$ cat config.mk
export PLATFORM = sky130hd
export DESIGN_NAME = http_get_request_line_parser
export DESIGN_NICKNAME = d
export VERILOG_FILES = /design/src/hgrp_pkg.sv /design/src/hgrp_step.sv /design/src/http_get_request_line_parser.sv
export SDC_FILE = /design/constraint.sdc
export NUM_CORES = 1
export LEC_CHECK = 0
export ABC_CLOCK_PERIOD_IN_PS = 3800
export BUFFER_PORTS_ARGS = -buffer_cell sky130_fd_sc_hd__buf_2
export CORE_MARGIN = 4
export CORE_UTILIZATION = 30
export CTS_CLUSTER_SIZE = 14
export DETAILED_ROUTE_END_ITERATION = 6
export REMOVE_ABC_BUFFERS = 1
export SETUP_SLACK_MARGIN = 0.2
export SLEW_MARGIN = 10
export SYNTH_ARGS = -nofsm -noshare
export SYNTH_HDL_FRONTEND = slang
export SYNTH_HIERARCHICAL = 1
export SYNTH_SLANG_ARGS = --single-unit
$ cat constraint.sdc
create_clock -name clk -period 3.8 [get_ports clk]
set_clock_uncertainty 0.15 [all_clocks]
set_input_delay 0.57 -clock clk [delete_from_list [all_inputs] [get_ports clk]]
set_output_delay 0.57 -clock clk [all_outputs]
set_load 0.1 [all_outputs]
$ cat src/hgrp_pkg.sv
// ---------------------------------------------------------------------------
// HTTP GET request line parser package
// Shared types, class codes and literal tables for the request line parser.
// ---------------------------------------------------------------------------
`timescale 1ns / 1ps
`default_nettype none

package hgrp_pkg;

	// Parser phases; codes above PH_FAIL are treated as a failed line.
	typedef enum logic [3:0] {
		PH_METHOD    = 4'd0,
		PH_URL_FIRST = 4'd1,
		PH_URL       = 4'd2,
		PH_KEY_FIRST = 4'd3,
		PH_KEY       = 4'd4,
		PH_VAL_FIRST = 4'd5,
		PH_VAL       = 4'd6,
		PH_SUFFIX    = 4'd7,
		PH_DONE      = 4'd8,
		PH_FAIL      = 4'd9
	} hgrp_phase_t;

	// Byte classes carried on the result channel.
	typedef enum logic [1:0] {
		CLS_SYNTAX = 2'd0,
		CLS_URL    = 2'd1,
		CLS_KEY    = 2'd2,
		CLS_VALUE  = 2'd3
	} hgrp_class_t;

	localparam logic [3:0] METHOD_LEN = 4'd4;
	localparam logic [3:0] SUFFIX_LEN = 4'd11;

	localparam logic [7:0] CH_SPACE = 8'h20;
	localparam logic [7:0] CH_QUERY = 8'h3F;
	localparam logic [7:0] CH_AMP   = 8'h26;
	localparam logic [7:0] CH_EQUAL = 8'h3D;

	// Parser state held between bytes.
	typedef struct packed {
		hgrp_phase_t phase;
		logic [3:0]  literal_index;
	} hgrp_state_t;

	// Per-byte decision handed from the step logic to the result register.
	typedef struct packed {
		logic        line_ok;
		logic        pair_begin;
		hgrp_class_t byte_class;
	} hgrp_res_t;

	// Characters of "GET ".
	function automatic logic [7:0] method_char(input logic [1:0] idx);
		logic [7:0] ch;
		case (idx)
			2'd0: ch = 8'h47;
			2'd1: ch = 8'h45;
			2'd2: ch = 8'h54;
			default: ch = CH_SPACE;
		endcase
		return ch;
	endfunction

	// Characters of " HTTP/1.1\r\n"; positions past the end never match a use.
	function automatic logic [7:0] suffix_char(input logic [3:0] idx);
		logic [7:0] ch;
		case (idx)
			4'd0:  ch = CH_SPACE;
			4'd1:  ch = 8'h48;
			4'd2:  ch = 8'h54;
			4'd3:  ch = 8'h54;
			4'd4:  ch = 8'h50;
			4'd5:  ch = 8'h2F;
			4'd6:  ch = 8'h31;
			4'd7:  ch = 8'h2E;
			4'd8:  ch = 8'h31;
			4'd9:  ch = 8'h0D;
			4'd10: ch = 8'h0A;
			default: ch = 8'h00;
		endcase
		return ch;
	endfunction

endpackage

`default_nettype wire

$ cat src/hgrp_step.sv
// ---------------------------------------------------------------------------
// Request line parser step logic
// Decides the class of one byte and the parser state that follows it.
// ---------------------------------------------------------------------------
`timescale 1ns / 1ps
`default_nettype none

module hgrp_step
	import hgrp_pkg::*;
(
	input  hgrp_state_t cur,
	input  logic [7:0]  data_byte,
	input  logic        line_end,
	output hgrp_state_t nxt,
	output hgrp_res_t   res
);

	logic is_space;
	logic is_query;
	logic is_amp;
	logic is_equal;
	hgrp_state_t adv;

	assign is_space = (data_byte == CH_SPACE);
	assign is_query = (data_byte == CH_QUERY);
	assign is_amp   = (data_byte == CH_AMP);
	assign is_equal = (data_byte == CH_EQUAL);

	always_comb begin
		adv            = cur;
		res.byte_class = CLS_SYNTAX;
		res.pair_begin = 1'b0;
		res.line_ok    = 1'b0;
		case (cur.phase)
			PH_METHOD: begin
				if (cur.literal_index < METHOD_LEN &&
				    data_byte == method_char(cur.literal_index[1:0])) begin
					if (cur.literal_index == METHOD_LEN - 4'd1) begin
						adv.phase         = PH_URL_FIRST;
						adv.literal_index = 4'd0;
					end else begin
						adv.literal_index = cur.literal_index + 4'd1;
					end
				end else begin
					adv.phase = PH_FAIL;
				end
			end
			PH_URL_FIRST: begin
				if (is_space || is_query || is_amp) begin
					adv.phase = PH_FAIL;
				end else begin
					adv.phase      = PH_URL;
					res.byte_class = CLS_URL;
				end
			end
			PH_URL: begin
				if (is_space) begin
					adv.phase         = PH_SUFFIX;
					adv.literal_index = 4'd1;
				end else if (is_query) begin
					adv.phase = PH_KEY_FIRST;
				end else if (is_amp) begin
					adv.phase = PH_FAIL;
				end else begin
					res.byte_class = CLS_URL;
				end
			end
			PH_KEY_FIRST: begin
				if (is_space || is_amp || is_equal) begin
					adv.phase = PH_FAIL;
				end else begin
					adv.phase      = PH_KEY;
					res.byte_class = CLS_KEY;
					res.pair_begin = 1'b1;
				end
			end
			PH_KEY: begin
				if (is_space) begin
					adv.phase         = PH_SUFFIX;
					adv.literal_index = 4'd1;
				end else if (is_amp) begin
					adv.phase = PH_KEY_FIRST;
				end else if (is_equal) begin
					adv.phase = PH_VAL_FIRST;
				end else begin
					res.byte_class = CLS_KEY;
				end
			end
			PH_VAL_FIRST: begin
				if (is_space || is_amp) begin
					adv.phase = PH_FAIL;
				end else begin
					adv.phase      = PH_VAL;
					res.byte_class = CLS_VALUE;
				end
			end
			PH_VAL: begin
				if (is_space) begin
					adv.phase         = PH_SUFFIX;
					adv.literal_index = 4'd1;
				end else if (is_amp) begin
					adv.phase = PH_KEY_FIRST;
				end else begin
					res.byte_class = CLS_VALUE;
				end
			end
			PH_SUFFIX: begin
				if (cur.literal_index < SUFFIX_LEN &&
				    data_byte == suffix_char(cur.literal_index)) begin
					if (cur.literal_index == SUFFIX_LEN - 4'd1) begin
						adv.phase         = PH_DONE;
						adv.literal_index = 4'd0;
					end else begin
						adv.literal_index = cur.literal_index + 4'd1;
					end
				end else begin
					adv.phase = PH_FAIL;
				end
			end
			default: begin
				adv.phase = PH_FAIL;
			end
		endcase

		// The last byte of a line yields the verdict and rearms the parser.
		if (line_end) begin
			res.line_ok       = (adv.phase == PH_DONE);
			nxt.phase         = PH_METHOD;
			nxt.literal_index = 4'd0;
		end else begin
			nxt = adv;
		end
	end

endmodule

`default_nettype wire

$ cat src/http_get_request_line_parser.sv
// ---------------------------------------------------------------------------
// HTTP GET request line parser
// Classifies each byte of a request line and reports whether the line parses.
// ---------------------------------------------------------------------------
// The slave stream carries one byte of the request line per beat, with tlast
// on the final byte. The master stream returns one beat for every input beat,
// in order: the byte itself, its class (syntax, URL, key or value), a flag on
// the first byte of every query key, tlast copied from the input and, on the
// tlast beat, the verdict for the whole line.
// An accepted input beat passes through one input register and one result
// register to its result beat, with the classification and the state update
// worked out combinationally between them. One beat is taken per cycle for
// as long as the receiver keeps up; the parser state is a phase code and a
// literal position updated once per byte.
// When the receiver stalls, the result register holds its beat and the input
// register may still take one more beat; tready falls only once both hold.
// Reset empties both registers and returns the parser to the start of a line
// expecting the method. Each line ending with tlast also rearms the parser.
// ---------------------------------------------------------------------------
`timescale 1ns / 1ps
`default_nettype none

module http_get_request_line_parser
	import hgrp_pkg::*;
(
	input  wire logic       clk,
	input  wire logic       arst_n,
	input  wire logic       s_axis_tvalid,
	output      logic       s_axis_tready,
	input  wire logic [7:0] s_axis_tdata,  // [7:0] data_byte
	input  wire logic       s_axis_tlast,  // line_end
	output      logic       m_axis_tvalid,
	input  wire logic       m_axis_tready,
	output      logic [7:0] m_axis_tdata,  // [7:0] byte_out
	output      logic [3:0] m_axis_tuser,  // [1:0] byte_class, [2] pair_begin, [3] line_ok
	output      logic       m_axis_tlast   // line_done
);

	// Input register stage.
	logic        valid_s1;
	logic [7:0]  data_s1;
	logic        last_s1;

	// Result register stage.
	logic        valid_s2;
	logic [7:0]  data_s2;
	logic        last_s2;
	hgrp_res_t   res_s2;

	// Parser state, advanced when a byte moves from the input to the result stage.
	hgrp_state_t state_q;
	hgrp_state_t state_nxt;
	hgrp_res_t   res_nxt;

	logic adv_s2;
	logic adv_s1;

	// The result stage can load when it is empty or its beat is being taken.
	assign adv_s2        = !valid_s2 || m_axis_tready;
	assign adv_s1        = !valid_s1 || adv_s2;
	assign s_axis_tready = adv_s1;

	hgrp_step u_step (
		.cur       (state_q),
		.data_byte (data_s1),
		.line_end  (last_s1),
		.nxt       (state_nxt),
		.res       (res_nxt)
	);

	always_ff @(posedge clk or negedge arst_n) begin
		if (!arst_n) begin
			valid_s1 <= 1'b0;
		end else if (adv_s1) begin
			valid_s1 <= s_axis_tvalid;
		end
	end

	always_ff @(posedge clk) begin
		if (adv_s1 && s_axis_tvalid) begin
			data_s1 <= s_axis_tdata;
			last_s1 <= s_axis_tlast;
		end
	end

	always_ff @(posedge clk or negedge arst_n) begin
		if (!arst_n) begin
			valid_s2              <= 1'b0;
			state_q.phase         <= PH_METHOD;
			state_q.literal_index <= 4'd0;
		end else if (adv_s2) begin
			valid_s2 <= valid_s1;
			if (valid_s1) begin
				state_q <= state_nxt;
			end
		end
	end

	always_ff @(posedge clk) begin
		if (adv_s2 && valid_s1) begin
			data_s2 <= data_s1;
			last_s2 <= last_s1;
			res_s2  <= res_nxt;
		end
	end

	assign m_axis_tvalid = valid_s2;
	assign m_axis_tdata  = data_s2;
	assign m_axis_tlast  = last_s2;
	assign m_axis_tuser  = {res_s2.line_ok, res_s2.pair_begin, res_s2.byte_class};

endmodule

`default_nettype wire

; ---- Word-level counts from Yosys, hierarchy flattened
; Memory sizes are Yosys's and may differ from the RTL's.
; Cells that the tools add are included.
[op_classes]
mux = 38
n_addsub = 1
n_lt_le_gt_ge = 2
n_reduce_logical = 18
n_eq_ne = 21
[op_table]
columns = cell, count
row1 = 4-bit 2-to-1 mux, 20
row2 = 8-bit by 6-bit equality test with 1-bit output (second input constant), 4
row3 = 4-bit one-hot mux with 8 select lines, 1
row4 = 8-bit 2-to-1 mux, 3
row5 = 7-bit one-hot mux with 3 select lines, 1
row6 = 4-bit by 3-bit equality test with 1-bit output (second input constant), 4
row7 = 8-bit equality test, 2
row8 = 2-bit 2-to-1 mux, 8
row9 = 4-bit by 2-bit equality test with 1-bit output (second input constant), 3
row10 = 2-bit one-hot mux with 6 select lines, 1
row11 = 4-bit one-hot mux with 3 select lines, 1
row12 = 4-bit equality test (second input constant), 2
row13 = 1-bit logical OR, 6
row14 = 3-bit by 2-bit != test with 1-bit output (second input constant), 2
row15 = 6-bit AND reduction, 1
row16 = 4-bit by 1-bit adder with 4-bit output (second input constant), 1
row17 = 4-bit by 1-bit equality test with 1-bit output (second input constant), 1
row18 = 1-bit logical AND, 4
row19 = 4-bit logical NOT, 1
row20 = 4-bit by 3-bit < comparator with 1-bit output (second input constant), 1
row21 = 4-bit < comparator (second input constant), 1
row22 = 4-bit nonzero test, 1
row23 = 3-bit 2-to-1 mux, 1
row24 = 3-bit by 1-bit != test with 1-bit output (second input constant), 1
row25 = 7 further kinds, 9
[totals]
out_inout_bits = 15
regBits = 32
memories = 1
rom_bits = 112
[mem_list]
columns = name, depth, width, rd, rd_clocked_by_memory_dff, wr, line
row1 = (no name shown), 16, 7, 1, 0, 0, hgrp_pkg.sv:68  ; case (idx)

; ---- Longest topological paths before layout
[logic_depth]
depth_word = 8
ltp_mapped = 11
mapped_depth_nobuf = 10

; ---- Hierarchy
; Netlist, hierarchy kept.
[by_module_without_submodules]
columns = mod, instances, seq_area_each_um2, cells_per_inst, area_per_inst_um2
row1 = hgrp_step, 1, 0.0, 185, 1206.2
row2 = http_get_request_line_parser, 1, 910.9, 47, 1087.3

; ---- Worst setup path after synthesis
; OpenSTA, ideal clock, no wires.
[synth_timing]
path_type = register -> register
from = reg valid_s2, in the netlist m_axis_tvalid
to = reg data_s1[0] (enable)
arrival_ps = 2589
setup_time_ps = 287
slack_ps = 774
path_stages_with_launch = 3
cell_sequence = dfrtp_1 > nand3b_1 > and2_1
[synth_via]
elab_chain_len = 4
[synth_lines]
columns = item, line
row1 = from (decl), http_get_request_line_parser.sv:45  ; logic valid_s2;
row2 = from (signal assigned), http_get_request_line_parser.sv:92  ; valid_s2 <= valid_s1;
row3 = 1-bit logical NOT, http_get_request_line_parser.sv:59  ; assign adv_s2 = !valid_s2 || m_axis_tready;
row4 = 1-bit logical OR, http_get_request_line_parser.sv:59
row5 = 1-bit logical OR, http_get_request_line_parser.sv:60  ; assign adv_s1 = !valid_s1 || adv_s2;
row6 = net s_axis_tready, http_get_request_line_parser.sv:29  ; output logic s_axis_tready,
row7 = 1-bit logical AND, http_get_request_line_parser.sv:80  ; if (adv_s1 && s_axis_tvalid) begin
row8 = to (signal assigned), http_get_request_line_parser.sv:81  ; data_s1 <= s_axis_tdata;
row9 = to (decl), http_get_request_line_parser.sv:41  ; logic [7:0] data_s1;
; The timed path passes the listed nets, and every way through them passes these cells.
; A chain may end at the register's enable or synchronous reset.

==> impl_metrics.yaml <==
status:
  status: "finished clean"
global_routing:
  antenna_found_initial: 0
  grt_max_degree: 21
  first_global_vias: 1767
  grt.overflow.total: 0
  grtUsageTotal_pct: 12.6
  grt_pass1_wl_mm: 8.94
detailed_routing:
  wl_met2_mm: 2.38
  maxUsedRoutingLayer: "met4"
  via_per_inst: 5.34
  wl_mm: 5.29
  first_iter_violations: 171
  ant_nets: 0
  drc: 0
  route.met3.wl_um: 350
  wl_per_cell_um: 14.9
  m1WireLength_mm: 2.51
  drtPass1Iterations: 5
  num_vias: 1895
timing:
  period_minus_slack_ps: 3000
  rsz0062_at_grt: "false"
  finalCritPeriodShare_pct: 78.8
  worstMarginPinSlew_ps: 635
  setup_tns_ps: 0
  timing.final.ws_setup_ps: 805
  drv_slew: 0
  slew_headroom_pct: 57.7
  finalHoldViolations: 0
  setup_viol: 0
  timing.fmax_ghz: 0.334
cells_and_area:
  diodes: 0
  fillCellCount: 751
  nets: 275
  ff_latch_area_um2: 911
  syn_to_final_growth_pct: 13.4
  drive_above_1_share_pct: 20.7
  multi_input_area_mm2: 0.00130
cts:
  cts_buffers: 5
  cts-root-buf: "clkbuf_8"
  cts_setup_buffers: 0
  clk-insertion-delay-late_ps: 290
  cts_tree: "done"
  cts_sinks: 32
  clkSlewWorstSetupHoldPaths_ps: 70
  cts.path.max_buffers: 2
  h-tree-depth: 2
yosys:
  synth_common_cells: "22 x edfxtp_1, 21 x a21oi_1, 21 x nor2_1"
  seq_area_frac_synth_pct: 39.7
  post-synth-top-area-cell: "edfxtp_1"
  syn_area_mm2: 0.00229
  yosysWarnings: 6
  yosysMostFrequentCell: "edfxtp_1"
  synthTopCellsByArea: "edfxtp_1 29%, dfrtp_1 11%, mux2_4 5.2%, a21oi_1 4.6%, ha_1 3.8%"
  synthDistinctLibCells: 64
  synth_cells: 232
  synth_edf_count: 22
  synth.avg_cell_area_um2: 9.89
  synth_top_area_share_pct: 28.8
  async_flop_share_pct: 31.3
  synth-main-ff-cell: "edfxtp_1"
  ys_ff_latch: 32
placed_design:
  gp_congestion: 0.892
  hpwl_mm: 3.77
  portBuffers: 27
  pre_cts_slack_ps: 809
worst_setup_path:
  path_cells: "inv_1 -> ha_1 -> nor3b_1 -> a21oi_1 -> o311ai_0 -> and4_1 -> nand2_1 -> nor4_1 -> o22ai_1 -> mux2_4"
  worstPathMaxFanout: 12
  path_buf_inv: 1
  reg2reg_to: "state_q[3]$_DFFE_PN0P_"
  worstSetupPathType: "reg2reg"
  reg2reg_depth: 10
  crit_end: "state_q[3]$_DFFE_PN0P_"
  crit_slowest_cell: "dfrtp_1"
  cpPeakStageDelay_ps: 580
  cp-start-kind: "flop"
  critical_path_depth: 10
  r2r_slack_ps: 800
  worstSetupEndpointType: "flop"
  cp-startpoint: "state_q[0]$_DFFE_PN0P_"
  required_ps: 3830
  critical_path.reg2reg.startpoint: "state_q[0]$_DFFE_PN0P_"
  crit_arrival_ps: 3020
  cpLargestDelayFamily: "simple AND/OR/NAND/NOR gates"
die:
  die_h_um: 95.4
  die_area_mm2: 0.00911
  core.rowCount: 31
  initial_core_util_pct: 31.3
  core-area_mm2: 0.00733
  io_pins: 28
  die_w_um: 95.4
worst_hold_path:
  hold_class: "in2reg"
pwr:
  p_leak_nw: 0.982
  power_mw: 1.32
  ir_drop_uv: 230
  powerDensity_mw_per_mm2: 509
run:
  drv_cap: 0
## logic make-up (layout without fill, tap and decap cells)
logic type	after synthesis	count (layout)	synth area share, %
AO/OA/AOI/OAI	64	64	19.6
multiplexers	11	11	6.55
buffers and inverters	18	42	3.65
flip-flops	32	32	39.7
adder cells (fa/ha/maj)	7	7	3.82
AND/OR/NAND/NOR	92	92	23.6
XOR/XNOR	8	8	3.06
## stage by stage
step	hold WS, ps	instance area, µm²	util, %	std cells
global placement	295	2490	34.0	346
global route	294	2600	35.5	355
floorplan	124	2230	-	220
detailed placement	297	2490	34.0	346
CTS	296	2600	35.5	355
finish	301	2600	35.5	355
## worst reg2reg max path, stage by stage (launching register included)
cell	delay, ps
dfrtp_1	580
inv_1	200
ha_1	340
nor3b_1	210
a21oi_1	60
o311ai_0	300
and4_1	320
nand2_1	90
nor4_1	270
o22ai_1	110
mux2_4	270
## state kept, by name, indices dropped and copies added, names as in the netlist
name / cells
m_axis_tdata: 8
data_s1: 8
valid_s1: 1
state_q: 8
m_axis_tlast: 1
m_axis_tvalid: 1
m_axis_tuser: 4
last_s1: 1
## final cells by class
cell class / instances / share of cell area [%]
Tap cell: 99 / 4.76
Multi-Input combinational cell: 182 / 49.9
Sequential cell: 32 / 35.0
Timing Repair Buffer: 28 / 5.58
Inverter: 6 / 0.866
Clock buffer: 8 / 3.85
## layout by cell type, fill, tap and decap left out, drive strengths merged, types with 3 or more instances in the layout
master and n:
xnor2 5, o21bai 4, o21ai 7, nand2b 7, nand2 15, nand3b 3, and3 4, xor2 3
buf 27, mux2i 3, nand3 6, and2 3, nor4 6, a21oi 23, dfrtp 10, clkbuf 8
o2bb2ai 4, edfxtp 22, nor3b 3, ha 7, o211ai 4, or2 4, nor2 22, mux2 8
inv 6, nor2b 7
## worst min path at each step
stage	startpoint	to	depth (start not counted)
6_report	s_axis_tlast	last_s1$_DFFE_PP_	1
4_1_cts	s_axis_tlast	last_s1$_DFFE_PP_	1
2_1_floorplan	arst_n	m_axis_tvalid$_DFFE_PN0P_	0
3_5_place_dp	arst_n	state_q[6]$_DFFE_PN0P_	1
5_1_grt	s_axis_tdata[1]	data_s1[1]$_DFFE_PP_	1
3_3_place_gp	arst_n	state_q[6]$_DFFE_PN0P_	1
## what timing repair did
action / CTS / global route
gates resized for setup: 0 / 0
hold buffers: 1 / 0
endpoints found under the hold margin: 10 / 0
## where the power goes
part | total, mW | internal, mW | switching, mW | leakage (nW)
registers | 0.525 | 0.425 | 0.0998 | 0.342
clock network | 0.290 | 0.165 | 0.125 | 0.0515
logic | 0.507 | 0.175 | 0.333 | 0.588
total | 1.32 | 0.765 | 0.558 | 0.982
## routing by layer
metal | vias to the layer above | GRT usage, %
met5 | - | 0
met4 | 0 | 3.20
met3 | 6 | 2.92
met2 | 81 | 18.8
met1 | 896 | 18.2
li1 | 912 | -
(Power assumes the default switching activity.)
